**src/rtl/spdc_pkg.sv**
```systemverilog
// shared types, constants and the control program of the servo pd controller
// no dependencies; imported by spdc_div and servo_position_pd_controller_core
package spdc_pkg;

    // widths
    localparam int POSITION_BITS_DEFAULT = 12;
    localparam int STATE_BITS            = 16;
    localparam int ACC_BITS              = 32;
    localparam int MUL_A_BITS            = 20;
    localparam int MUL_B_BITS            = 12;
    localparam int DRIVE_BITS            = 11;
    localparam int SEEK_BITS             = 11;
    localparam int SPEED_BITS            = 9;
    localparam int DIVISOR_BITS          = 10;

    // divider: 30 bit magnitude, two quotient bits a cycle
    localparam int DIV_BITS       = 30;
    localparam int DIV_RADIX_BITS = 2;
    localparam int DIV_CYCLES     = DIV_BITS / DIV_RADIX_BITS;
    localparam int DIV_CNT_BITS   = $clog2(DIV_CYCLES + 1);

    // gains and scaling
    localparam int P_GAIN      = 300;
    localparam int D_GAIN      = 255;
    localparam int DRIVE_SHIFT = 8;

    // configuration port
    localparam int CFG_INDEX_BITS = 3;
    localparam int CFG_DATA_BITS  = 13;

    localparam logic [CFG_INDEX_BITS-1:0] REG_MIN_LIMIT  = 3'd0;
    localparam logic [CFG_INDEX_BITS-1:0] REG_MAX_LIMIT  = 3'd1;
    localparam logic [CFG_INDEX_BITS-1:0] REG_DEADBAND   = 3'd2;
    localparam logic [CFG_INDEX_BITS-1:0] REG_SPEED_MAX  = 3'd3;
    localparam logic [CFG_INDEX_BITS-1:0] REG_MAX_OUTPUT = 3'd4;
    localparam logic [CFG_INDEX_BITS-1:0] REG_MIN_OUTPUT = 3'd5;
    localparam logic [CFG_INDEX_BITS-1:0] REG_SPAN       = 3'd6;

    // register reset values
    localparam logic [11:0]        RST_MIN_LIMIT  = 12'd0;
    localparam logic [11:0]        RST_MAX_LIMIT  = 12'd4095;
    localparam logic [7:0]         RST_DEADBAND   = 8'd1;
    localparam logic [9:0]         RST_SPEED_MAX  = 10'd100;
    localparam logic [9:0]         RST_MAX_OUTPUT = 10'd255;
    localparam logic signed [10:0] RST_MIN_OUTPUT = -11'sd255;
    localparam logic [12:0]        RST_SPAN       = 13'd4096;

    // micro-operations of the datapath
    typedef enum logic [3:0] {
        U_NOP,
        U_VEL,
        U_WRAP,
        U_DT_PRE,
        U_MUL_255,
        U_MUL_300,
        U_MUL_SEEK,
        U_MUL_SPD,
        U_DIV_SM,
        U_DIV_255,
        U_DT_SAT,
        U_LIMIT,
        U_ADD_D,
        U_CLEAR,
        U_OUT,
        U_SET
    } uop_t;

    // jump conditions
    typedef enum logic [2:0] {
        C_NEXT,
        C_ALWAYS,
        C_NO_ITEM,
        C_SET_OP,
        C_DIV_BUSY,
        C_IN_BAND,
        C_OUT_BUSY
    } cond_t;

    // program addresses
    typedef enum logic [4:0] {
        S_IDLE,
        S_DISPATCH,
        S_VEL,
        S_WRAP,
        S_DT_PRE,
        S_DT_MUL,
        S_DT_DIV,
        S_DT_WAIT,
        S_DT_SAT,
        S_P_MUL,
        S_P_LIM,
        S_P_SCALE,
        S_P_DIV,
        S_P_WAIT,
        S_P_ADD,
        S_ZERO,
        S_FINAL,
        S_OUT_WAIT,
        S_OUT,
        S_SPD_MUL,
        S_SPD_DIV,
        S_SPD_WAIT,
        S_SET
    } step_t;

    typedef struct packed {
        uop_t  uop;
        cond_t cond;
        step_t target;
    } ctrl_t;

    // control store: jump to target when cond holds, else fall through
    function automatic ctrl_t ucode(step_t s);
        ctrl_t w;
        unique case (s)
            S_IDLE:     w = '{uop: U_NOP,      cond: C_NO_ITEM,  target: S_IDLE};
            S_DISPATCH: w = '{uop: U_NOP,      cond: C_SET_OP,   target: S_SPD_MUL};
            S_VEL:      w = '{uop: U_VEL,      cond: C_NEXT,     target: S_IDLE};
            S_WRAP:     w = '{uop: U_WRAP,     cond: C_NEXT,     target: S_IDLE};
            S_DT_PRE:   w = '{uop: U_DT_PRE,   cond: C_NEXT,     target: S_IDLE};
            S_DT_MUL:   w = '{uop: U_MUL_255,  cond: C_NEXT,     target: S_IDLE};
            S_DT_DIV:   w = '{uop: U_DIV_SM,   cond: C_NEXT,     target: S_IDLE};
            S_DT_WAIT:  w = '{uop: U_NOP,      cond: C_DIV_BUSY, target: S_DT_WAIT};
            S_DT_SAT:   w = '{uop: U_DT_SAT,   cond: C_IN_BAND,  target: S_ZERO};
            S_P_MUL:    w = '{uop: U_MUL_300,  cond: C_NEXT,     target: S_IDLE};
            S_P_LIM:    w = '{uop: U_LIMIT,    cond: C_NEXT,     target: S_IDLE};
            S_P_SCALE:  w = '{uop: U_MUL_SEEK, cond: C_NEXT,     target: S_IDLE};
            S_P_DIV:    w = '{uop: U_DIV_SM,   cond: C_NEXT,     target: S_IDLE};
            S_P_WAIT:   w = '{uop: U_NOP,      cond: C_DIV_BUSY, target: S_P_WAIT};
            S_P_ADD:    w = '{uop: U_ADD_D,    cond: C_ALWAYS,   target: S_FINAL};
            S_ZERO:     w = '{uop: U_CLEAR,    cond: C_NEXT,     target: S_IDLE};
            S_FINAL:    w = '{uop: U_LIMIT,    cond: C_NEXT,     target: S_IDLE};
            S_OUT_WAIT: w = '{uop: U_NOP,      cond: C_OUT_BUSY, target: S_OUT_WAIT};
            S_OUT:      w = '{uop: U_OUT,      cond: C_ALWAYS,   target: S_IDLE};
            S_SPD_MUL:  w = '{uop: U_MUL_SPD,  cond: C_NEXT,     target: S_IDLE};
            S_SPD_DIV:  w = '{uop: U_DIV_255,  cond: C_NEXT,     target: S_IDLE};
            S_SPD_WAIT: w = '{uop: U_NOP,      cond: C_DIV_BUSY, target: S_SPD_WAIT};
            S_SET:      w = '{uop: U_SET,      cond: C_ALWAYS,   target: S_IDLE};
            default:    w = '{uop: U_NOP,      cond: C_ALWAYS,   target: S_IDLE};
        endcase
        return w;
    endfunction

endpackage

```
**src/rtl/spdc_div.sv**
```systemverilog
// iterative signed divider, truncating toward zero, two quotient bits a cycle
// depends on spdc_pkg for widths and cycle count
module spdc_div (
    input  logic                                       clk,
    input  logic                                       rst_n,
    input  logic                                       start,
    input  logic signed [spdc_pkg::ACC_BITS-1:0]       dividend,
    input  logic        [spdc_pkg::DIVISOR_BITS-1:0]   divisor,
    output logic                                       busy,
    output logic signed [spdc_pkg::ACC_BITS-1:0]       quotient
);
    import spdc_pkg::*;

    logic [DIV_CNT_BITS-1:0] cnt_reg, cnt_next;
    logic [DIV_BITS-1:0]     quo_reg, quo_next;
    logic [DIVISOR_BITS-1:0] rem_reg, rem_next;
    logic [DIVISOR_BITS-1:0] dvs_reg, dvs_next;
    logic                    neg_reg, neg_next;
    logic [ACC_BITS-1:0]     mag;
    logic [DIVISOR_BITS:0]   trial;
    logic [ACC_BITS-1:0]     quo_ext;

    always_comb
    begin
        mag      = dividend[ACC_BITS-1] ? ACC_BITS'(-dividend) : ACC_BITS'(dividend);
        cnt_next = cnt_reg;
        quo_next = quo_reg;
        rem_next = rem_reg;
        dvs_next = dvs_reg;
        neg_next = neg_reg;
        trial    = '0;
        if (start)
        begin
            quo_next = mag[DIV_BITS-1:0];
            rem_next = '0;
            dvs_next = divisor;
            neg_next = dividend[ACC_BITS-1];
            cnt_next = DIV_CNT_BITS'(DIV_CYCLES);
        end
        else if (cnt_reg != '0)
        begin
            // restoring steps, msb first
            for (int i = 0; i < DIV_RADIX_BITS; i++)
            begin
                trial    = {rem_next, quo_next[DIV_BITS-1]};
                quo_next = {quo_next[DIV_BITS-2:0], 1'b0};
                if (trial >= {1'b0, dvs_reg})
                begin
                    trial       = trial - {1'b0, dvs_reg};
                    quo_next[0] = 1'b1;
                end
                rem_next = trial[DIVISOR_BITS-1:0];
            end
            cnt_next = cnt_reg - 1'b1;
        end
    end

    always_ff @(posedge clk or negedge rst_n)
    begin
        if (!rst_n)
        begin
            cnt_reg <= '0;
        end
        else
        begin
            cnt_reg <= cnt_next;
        end
    end

    always_ff @(posedge clk)
    begin
        quo_reg <= quo_next;
        rem_reg <= rem_next;
        dvs_reg <= dvs_next;
        neg_reg <= neg_next;
    end

    assign busy     = (cnt_reg != '0);
    assign quo_ext  = ACC_BITS'(quo_reg);
    assign quotient = neg_reg ? -signed'(quo_ext) : signed'(quo_ext);

endmodule

```
**src/rtl/servo_position_pd_controller_core.sv**
```systemverilog
// servo position pd controller with deadband, microcoded over one multiplier and one divider
// words are handled one at a time; a sample word outside the deadband uses the shared divider twice
// the next word is taken as soon as the program returns to idle, while a drive word may still wait
// reset: asynchronous active low; registers take their reset values, state clears to zero
// depends on spdc_pkg and spdc_div
module servo_position_pd_controller_core #(
    parameter int POSITION_BITS = spdc_pkg::POSITION_BITS_DEFAULT
) (
    input  logic                                      clk,
    input  logic                                      rst_n,
    // configuration
    input  logic                                      cfg_write,
    input  logic [spdc_pkg::CFG_INDEX_BITS-1:0]       cfg_index,
    input  logic [spdc_pkg::CFG_DATA_BITS-1:0]        cfg_data,
    // input words
    input  logic                                      in_valid,
    output logic                                      in_stall,
    input  logic                                      operation,
    input  logic signed [spdc_pkg::STATE_BITS-1:0]    target_position,
    input  logic signed [spdc_pkg::SPEED_BITS-1:0]    command_speed,
    input  logic        [POSITION_BITS-1:0]           position_sample,
    // result words
    output logic                                      out_valid,
    input  logic                                      out_stall,
    output logic signed [spdc_pkg::DRIVE_BITS-1:0]    drive
);
    import spdc_pkg::*;

    // configuration registers
    logic [11:0]        min_lim_reg;
    logic [11:0]        max_lim_reg;
    logic [7:0]         band_reg;
    logic [9:0]         speed_max_reg;
    logic [9:0]         max_out_reg;
    logic signed [10:0] min_out_reg;
    logic [12:0]        span_reg;

    // sequencer
    step_t step_reg, step_next;
    ctrl_t ctrl;
    logic  taken;
    logic  accept;

    // latched input word
    logic                         op_reg;
    logic signed [STATE_BITS-1:0] tgt_in_reg;
    logic signed [SPEED_BITS-1:0] spd_in_reg;
    logic signed [STATE_BITS-1:0] smp_reg;

    // controller state
    logic signed [STATE_BITS-1:0] prev_reg, prev_next;
    logic signed [STATE_BITS-1:0] target_reg, target_next;
    logic [SEEK_BITS-1:0]         seek_reg, seek_next;

    // working registers
    logic signed [STATE_BITS-1:0] vel_reg, vel_next;
    logic signed [STATE_BITS-1:0] err_reg, err_next;
    logic signed [STATE_BITS-1:0] dterm_reg, dterm_next;
    logic signed [ACC_BITS-1:0]   acc_reg, acc_next;

    // result register
    logic                         out_valid_reg, out_valid_next;
    logic signed [DRIVE_BITS-1:0] drive_reg, drive_next;

    // datapath helpers
    logic [DIVISOR_BITS-1:0]      sm;
    logic signed [STATE_BITS-1:0] min_lim_s, max_lim_s;
    logic signed [STATE_BITS-1:0] clamp_lo, clamp_t;
    logic signed [STATE_BITS-1:0] vel_diff;
    logic signed [17:0]           vel_w, vel_adj, half_s, span_s, seek_s, seek_sel;
    logic signed [16:0]           err_ext;
    logic [16:0]                  err_mag;
    logic                         in_band, dt_band;
    logic signed [9:0]            spd_ext, spd_mag;
    logic signed [MUL_A_BITS-1:0] mul_a;
    logic signed [MUL_B_BITS-1:0] mul_b;
    logic signed [ACC_BITS-1:0]   mul_p;
    logic signed [ACC_BITS-1:0]   hi_lim, lo_lim, limited;
    logic signed [ACC_BITS-1:0]   rounded, scaled;

    // divider hookup
    logic                         div_start;
    logic [DIVISOR_BITS-1:0]      div_divisor;
    logic                         div_busy;
    logic signed [ACC_BITS-1:0]   div_quo;

    // ------------------------------------------------------------------
    // configuration writes
    // ------------------------------------------------------------------
    always_ff @(posedge clk or negedge rst_n)
    begin
        if (!rst_n)
        begin
            min_lim_reg   <= RST_MIN_LIMIT;
            max_lim_reg   <= RST_MAX_LIMIT;
            band_reg      <= RST_DEADBAND;
            speed_max_reg <= RST_SPEED_MAX;
            max_out_reg   <= RST_MAX_OUTPUT;
            min_out_reg   <= RST_MIN_OUTPUT;
            span_reg      <= RST_SPAN;
        end
        else if (cfg_write)
        begin
            unique case (cfg_index)
                REG_MIN_LIMIT:  min_lim_reg   <= cfg_data[11:0];
                REG_MAX_LIMIT:  max_lim_reg   <= cfg_data[11:0];
                REG_DEADBAND:   band_reg      <= cfg_data[7:0];
                REG_SPEED_MAX:  speed_max_reg <= cfg_data[9:0];
                REG_MAX_OUTPUT: max_out_reg   <= cfg_data[9:0];
                REG_MIN_OUTPUT: min_out_reg   <= signed'(cfg_data[10:0]);
                REG_SPAN:       span_reg      <= cfg_data[12:0];
                default:        ;
            endcase
        end
    end

    // ------------------------------------------------------------------
    // sequencer: control word from the program, step counter with jumps
    // ------------------------------------------------------------------
    assign ctrl     = ucode(step_reg);
    assign in_stall = (step_reg != S_IDLE);
    assign accept   = in_valid && !in_stall;

    always_comb
    begin
        unique case (ctrl.cond)
            C_NEXT:     taken = 1'b0;
            C_ALWAYS:   taken = 1'b1;
            C_NO_ITEM:  taken = !in_valid;
            C_SET_OP:   taken = !op_reg;
            C_DIV_BUSY: taken = div_busy;
            C_IN_BAND:  taken = in_band;
            C_OUT_BUSY: taken = out_valid_reg && out_stall;
            default:    taken = 1'b1;
        endcase
        step_next = taken ? ctrl.target : step_t'(step_reg + 1'b1);
    end

    // ------------------------------------------------------------------
    // datapath helpers
    // ------------------------------------------------------------------
    // a zero full-scale speed divides by one
    assign sm = (speed_max_reg == '0) ? DIVISOR_BITS'(1) : speed_max_reg;

    // target clamp: raise to min, then lower to max so max wins
    assign min_lim_s = signed'(STATE_BITS'(min_lim_reg));
    assign max_lim_s = signed'(STATE_BITS'(max_lim_reg));
    assign clamp_lo  = (target_reg < min_lim_s) ? min_lim_s : target_reg;
    assign clamp_t   = (clamp_lo > max_lim_s) ? max_lim_s : clamp_lo;

    // velocity, wrapped to 16 bits and then into half the span
    assign vel_diff = smp_reg - prev_reg;
    assign vel_w    = 18'(vel_reg);
    assign half_s   = signed'(18'(span_reg >> 1));
    assign span_s   = signed'(18'(span_reg));

    always_comb
    begin
        if (vel_w > half_s)
        begin
            vel_adj = vel_w - span_s;
        end
        else if (vel_w < -half_s)
        begin
            vel_adj = vel_w + span_s;
        end
        else
        begin
            vel_adj = vel_w;
        end
    end

    // error magnitude against the deadband and four times the deadband
    assign err_ext = 17'(err_reg);
    assign err_mag = err_reg[STATE_BITS-1] ? 17'(-err_ext) : 17'(err_ext);
    assign in_band = (err_mag <= 17'(band_reg));
    assign dt_band = (err_mag <= 17'({band_reg, 2'b00}));

    // seek speed signed by the error direction
    assign seek_s   = signed'(18'(seek_reg));
    assign seek_sel = (err_reg > 0) ? seek_s : -seek_s;

    // speed magnitude for the set word
    assign spd_ext = 10'(spd_in_reg);
    assign spd_mag = spd_in_reg[SPEED_BITS-1] ? -spd_ext : spd_ext;

    // drive limits scaled by 256
    assign hi_lim  = ACC_BITS'(signed'({1'b0, max_out_reg, 8'b0}));
    assign lo_lim  = ACC_BITS'(signed'({min_out_reg, 8'b0}));
    assign limited = (acc_reg > hi_lim) ? hi_lim :
                     ((acc_reg < lo_lim) ? lo_lim : acc_reg);

    // final divide by 256, truncating toward zero
    assign rounded = acc_reg + (acc_reg[ACC_BITS-1] ?
                     ACC_BITS'((1 << DRIVE_SHIFT) - 1) : ACC_BITS'(0));
    assign scaled  = rounded >>> DRIVE_SHIFT;

    // shared multiplier, operands picked by the micro-op
    always_comb
    begin
        mul_a = '0;
        mul_b = '0;
        unique case (ctrl.uop)
            U_MUL_SPD:
            begin
                mul_a = MUL_A_BITS'(spd_mag);
                mul_b = signed'(MUL_B_BITS'(speed_max_reg));
            end
            U_MUL_255:
            begin
                mul_a = acc_reg[MUL_A_BITS-1:0];
                mul_b = MUL_B_BITS'(D_GAIN);
            end
            U_MUL_300:
            begin
                mul_a = MUL_A_BITS'(err_reg);
                mul_b = MUL_B_BITS'(P_GAIN);
            end
            U_MUL_SEEK:
            begin
                mul_a = acc_reg[MUL_A_BITS-1:0];
                mul_b = signed'(MUL_B_BITS'(seek_reg));
            end
            default:
            begin
                mul_a = '0;
                mul_b = '0;
            end
        endcase
    end

    assign mul_p = mul_a * mul_b;

    // divider: by 255 for the set word, by speed_max for the ticks
    assign div_start   = (ctrl.uop == U_DIV_SM) || (ctrl.uop == U_DIV_255);
    assign div_divisor = (ctrl.uop == U_DIV_255) ? DIVISOR_BITS'(D_GAIN) : sm;

    spdc_div u_div (
        .clk      (clk),
        .rst_n    (rst_n),
        .start    (div_start),
        .dividend (acc_reg),
        .divisor  (div_divisor),
        .busy     (div_busy),
        .quotient (div_quo)
    );

    // ------------------------------------------------------------------
    // datapath register updates
    // ------------------------------------------------------------------
    always_comb
    begin
        prev_next      = prev_reg;
        target_next    = target_reg;
        seek_next      = seek_reg;
        vel_next       = vel_reg;
        err_next       = err_reg;
        dterm_next     = dterm_reg;
        acc_next       = acc_reg;
        drive_next     = drive_reg;
        out_valid_next = out_valid_reg && out_stall;

        unique case (ctrl.uop)
            U_NOP: ;
            U_VEL:
            begin
                vel_next    = vel_diff;
                prev_next   = smp_reg;
                target_next = clamp_t;
            end
            U_WRAP:
            begin
                vel_next = vel_adj[STATE_BITS-1:0];
                err_next = target_reg - smp_reg;
            end
            U_DT_PRE:   acc_next = ACC_BITS'(seek_sel - 18'(vel_reg));
            U_MUL_255:  acc_next = mul_p;
            U_MUL_300:  acc_next = mul_p;
            U_MUL_SEEK: acc_next = mul_p;
            U_MUL_SPD:  acc_next = mul_p;
            U_DIV_SM:   ;
            U_DIV_255:  ;
            U_DT_SAT:
            begin
                // saturate to 16 bits, no d term near the target
                if (dt_band)
                begin
                    dterm_next = '0;
                end
                else if (div_quo > ACC_BITS'(32767))
                begin
                    dterm_next = 16'sh7fff;
                end
                else if (div_quo < -ACC_BITS'(32768))
                begin
                    dterm_next = 16'sh8000;
                end
                else
                begin
                    dterm_next = div_quo[STATE_BITS-1:0];
                end
            end
            U_LIMIT:    acc_next = limited;
            U_ADD_D:    acc_next = div_quo + (ACC_BITS'(dterm_reg) <<< DRIVE_SHIFT);
            U_CLEAR:    acc_next = '0;
            U_OUT:
            begin
                drive_next     = scaled[DRIVE_BITS-1:0];
                out_valid_next = 1'b1;
            end
            U_SET:
            begin
                seek_next   = div_quo[SEEK_BITS-1:0];
                target_next = tgt_in_reg;
            end
        endcase
    end

    // control and controller state
    always_ff @(posedge clk or negedge rst_n)
    begin
        if (!rst_n)
        begin
            step_reg      <= S_IDLE;
            out_valid_reg <= 1'b0;
            prev_reg      <= '0;
            target_reg    <= '0;
            seek_reg      <= '0;
        end
        else
        begin
            step_reg      <= step_next;
            out_valid_reg <= out_valid_next;
            prev_reg      <= prev_next;
            target_reg    <= target_next;
            seek_reg      <= seek_next;
        end
    end

    // payload and working registers
    always_ff @(posedge clk)
    begin
        if (accept)
        begin
            op_reg     <= operation;
            tgt_in_reg <= target_position;
            spd_in_reg <= command_speed;
            smp_reg    <= signed'(STATE_BITS'(position_sample));
        end
        vel_reg   <= vel_next;
        err_reg   <= err_next;
        dterm_reg <= dterm_next;
        acc_reg   <= acc_next;
        drive_reg <= drive_next;
    end

    assign out_valid = out_valid_reg;
    assign drive     = drive_reg;

endmodule
```
**config.mk**
```make
export PLATFORM = sky130hd
export DESIGN_NAME = servo_position_pd_controller_core
export DESIGN_NICKNAME = d
export VERILOG_FILES = /design/src/rtl/spdc_pkg.sv /design/src/rtl/spdc_div.sv /design/src/rtl/servo_position_pd_controller_core.sv
export SDC_FILE = /design/constraint.sdc
export NUM_CORES = 2
export LEC_CHECK = 0
export BUFFER_PORTS_ARGS = -buffer_cell sky130_fd_sc_hd__buf_2
export CAP_MARGIN = 40
export CORE_MARGIN = 3
export CORE_UTILIZATION = 35
export DETAILED_ROUTE_END_ITERATION = 10
export PLACE_DENSITY_LB_ADDON = 0.15
export SLEW_MARGIN = 20
export SYNTH_ARGS = -nofsm -noshare
export SYNTH_HDL_FRONTEND = slang
export SYNTH_HIERARCHICAL = 1
export SYNTH_SLANG_ARGS = --single-unit
```
**constraint.sdc**
```tcl
create_clock -name clk -period 10.4 [get_ports clk]
set_input_delay 1.56 -clock clk [delete_from_list [all_inputs] [get_ports clk]]
set_output_delay 1.56 -clock clk [all_outputs]
set_load 0.05 [all_outputs]
```
==> metrics.csv <==
metric;value;unit
largest area contributor in the netlist;edfxtp_1;
PostCTS Resize Cnt;0;
Final ANT Viol Nets;0;
Critical Path AT;9.38;ns
# setup viols final;0;
most used cell along the critical path;inv_1;
number of cells produced by synthesis;3391;
Post-Route Utilization;0.3928;
Max transition margin;0.3392;
Synth top cells by count;inv_1 (443), nand2_1 (346), ha_1 (294);
ANT cells;0;
vias in the first global route;24347;
synthesized area;30900;sq um
Synth Warn #;6;
Worst Setup End Kind;flip-flop;
global route total overflow;0;
max reg flops;32;
M3 GR Usage;0.02604;
Worst Hold Class;reg2reg;
initial antenna violation count;0;
Top Ports;72;
Hold Slack;0.4603;ns
GRT Total Usage;0.2121;
Seq/Total Area, Yosys;0.2741;
kind of cell adding the most delay to the critical path;compound AO/OA/AOI/OAI gates;
grt met1 use;0.3006;
wire per inst;20.90;um
Synth Area per Inst;9.112;sq um
RSZ-0062 raised after global routing;false;
Synthesized Nets;3948;
Yosys top cell area share;0.1652;
die area;91880;sq um
global-route met2 utilization;0.3437;
non-filler instance count after layout;4639;
Fmax achieved;110.4;MHz
GR peak layer;met2;
period utilization;0.8711;
die height;303.1;um
FF-to-FF setup slack;1.34;ns
Async S/R FF share, synth;0.4098;
DP Cell Count;4556;
Floorplan Core Area;87160;sq um
CTS buffer count;42;
final setup skew;0.05044;ns
Die W;303.1;um
drt total wl;96930;um
Port Buf Inserts;71;
routed vias;24336;
DR pass1 iterations;6;
crit path max fanout;24;
largest net degree at the start of global routing;78;
post-synthesis register bit count;305;
max-slew violations;0;
via-per-instance ratio;5.246;
share of cells above drive strength 1;0.1039;
post-layout minimum cycle time;9.060;ns
setup total negative slack;0;ns
row cnt;108;
Worst Tran Pin Value;0.9912;ns
Max stage delay on crit path;0.64;ns
Post-synth top flop;edfxtp_1;
number of synthesized flops with an enable pin;170;
Initial Util;0.3545;
routability cong.;0.9122;
DP HPWL;77340;um
Final nets;4007;
CP max stage cell;fa_1;
Worst-Skew Late Latency;0.61;ns
clk sinks;305;
Buf/Inv on CP;7;
drt initial violations;1648;
Worst-path clk slew;0.06;ns
top-count cell post-synth;inv_1;
final hold vios;0;
H-tree depth;2;
Residual DRC;0;
Hold Buf Count CTS;0;
Startpoint Class;flip-flop;
WS Path Type;reg2reg;
status;complete, no violations;
synthesis-to-layout area growth;10.81;%
dominant cells by area after synthesis;edfxtp_1 (17%), fa_1 (13%), ha_1 (12%);
CTS Root Cell;clkbuf_16;
number of max-cap violations;0;
clock buffer depth;3;
global-route wire length before repair;149700;um
WP data required;10.72;ns
post-CTS setup buffer count;0;
Yosys cell types;91;
CTS tree;yes;
==> tightest hold or removal path: stages, from the launching register on <==
cell	delay, ns
edfxtp_1	0.31
nand2_1	0.04
o21ai_0	0.06
==> cell type report <==
| cell class | instances | area (sq um) |
|---|---|---|
| well taps | 1155 | 1445 |
| repair buffers | 130 | 878.3 |
| flip-flops and latches | 305 | 8469 |
| clock inverters | 21 | 240.2 |
| multi-input cells | 2526 | 20380 |
| inverters | 445 | 1670 |
| fillers | 8871 | 52920 |
| clock buffers | 57 | 1159 |
==> worst paths after layout <==
check | startpoint | endpoint | depth (start not counted)
worst max-delay path | step_reg[1] | acc_reg[31] | 28
worst min-delay path | tgt_in_reg[15] | target_reg[15] | 2
worst max register to register | step_reg[1] | acc_reg[31] | 28
worst min register to register | tgt_in_reg[15] | target_reg[15] | 2
max in group asynchronous | rst_n | max_out_reg[6] | 3
min in group asynchronous | rst_n | target_reg[8] | 1
==> layout by cell type (no fill, tap or decap), types with 48 or more instances in the layout <==
cell	count
o21ai_0	204
nand2_1	346
a21oi_1	170
nor2_1	192
nor3_1	66
buf_2	70
nand2b_1	55
xnor2_1	136
xor2_1	81
dfrtp_1	96
edfxtp_1	170
fa_1	204
inv_1	443
a21o_1	59
nor2b_1	53
mux2_2	76
nand3_1	48
ha_1	294
==> routing by layer <==
metal  routed length [um]  vias to the layer above
li1                     -                    11843
met1                45830                    11818
met2                44070                      554
met3                 4458                      121
met4                 2570                        0
met5                    0                        -
==> per-stage QoR <==
stage | area [sq um] | setup WS, ns
after floorplan | 30900 | 2.589
after global placement | 32610 | 1.463
after detailed placement | 32790 | 1.440
after CTS | 34190 | 1.386
after global routing | 34240 | 0.7555
final | 34240 | 1.340
==> kinds of logic after synthesis <==
family	count (synthesis)	share of synthesized area
AOI/OAI and AO/OA	732	0.1516
xor gates and xnor gates	217	0.06151
adders and majority gates	498	0.2512
buffers and inverters	560	0.06884
DFF	305	0.2741
muxes	121	0.04264
and+or+nand+nor	958	0.1501
Power is not shown: default switching activity piles up to over one toggle a cycle in this logic, so the estimate is an artifact.
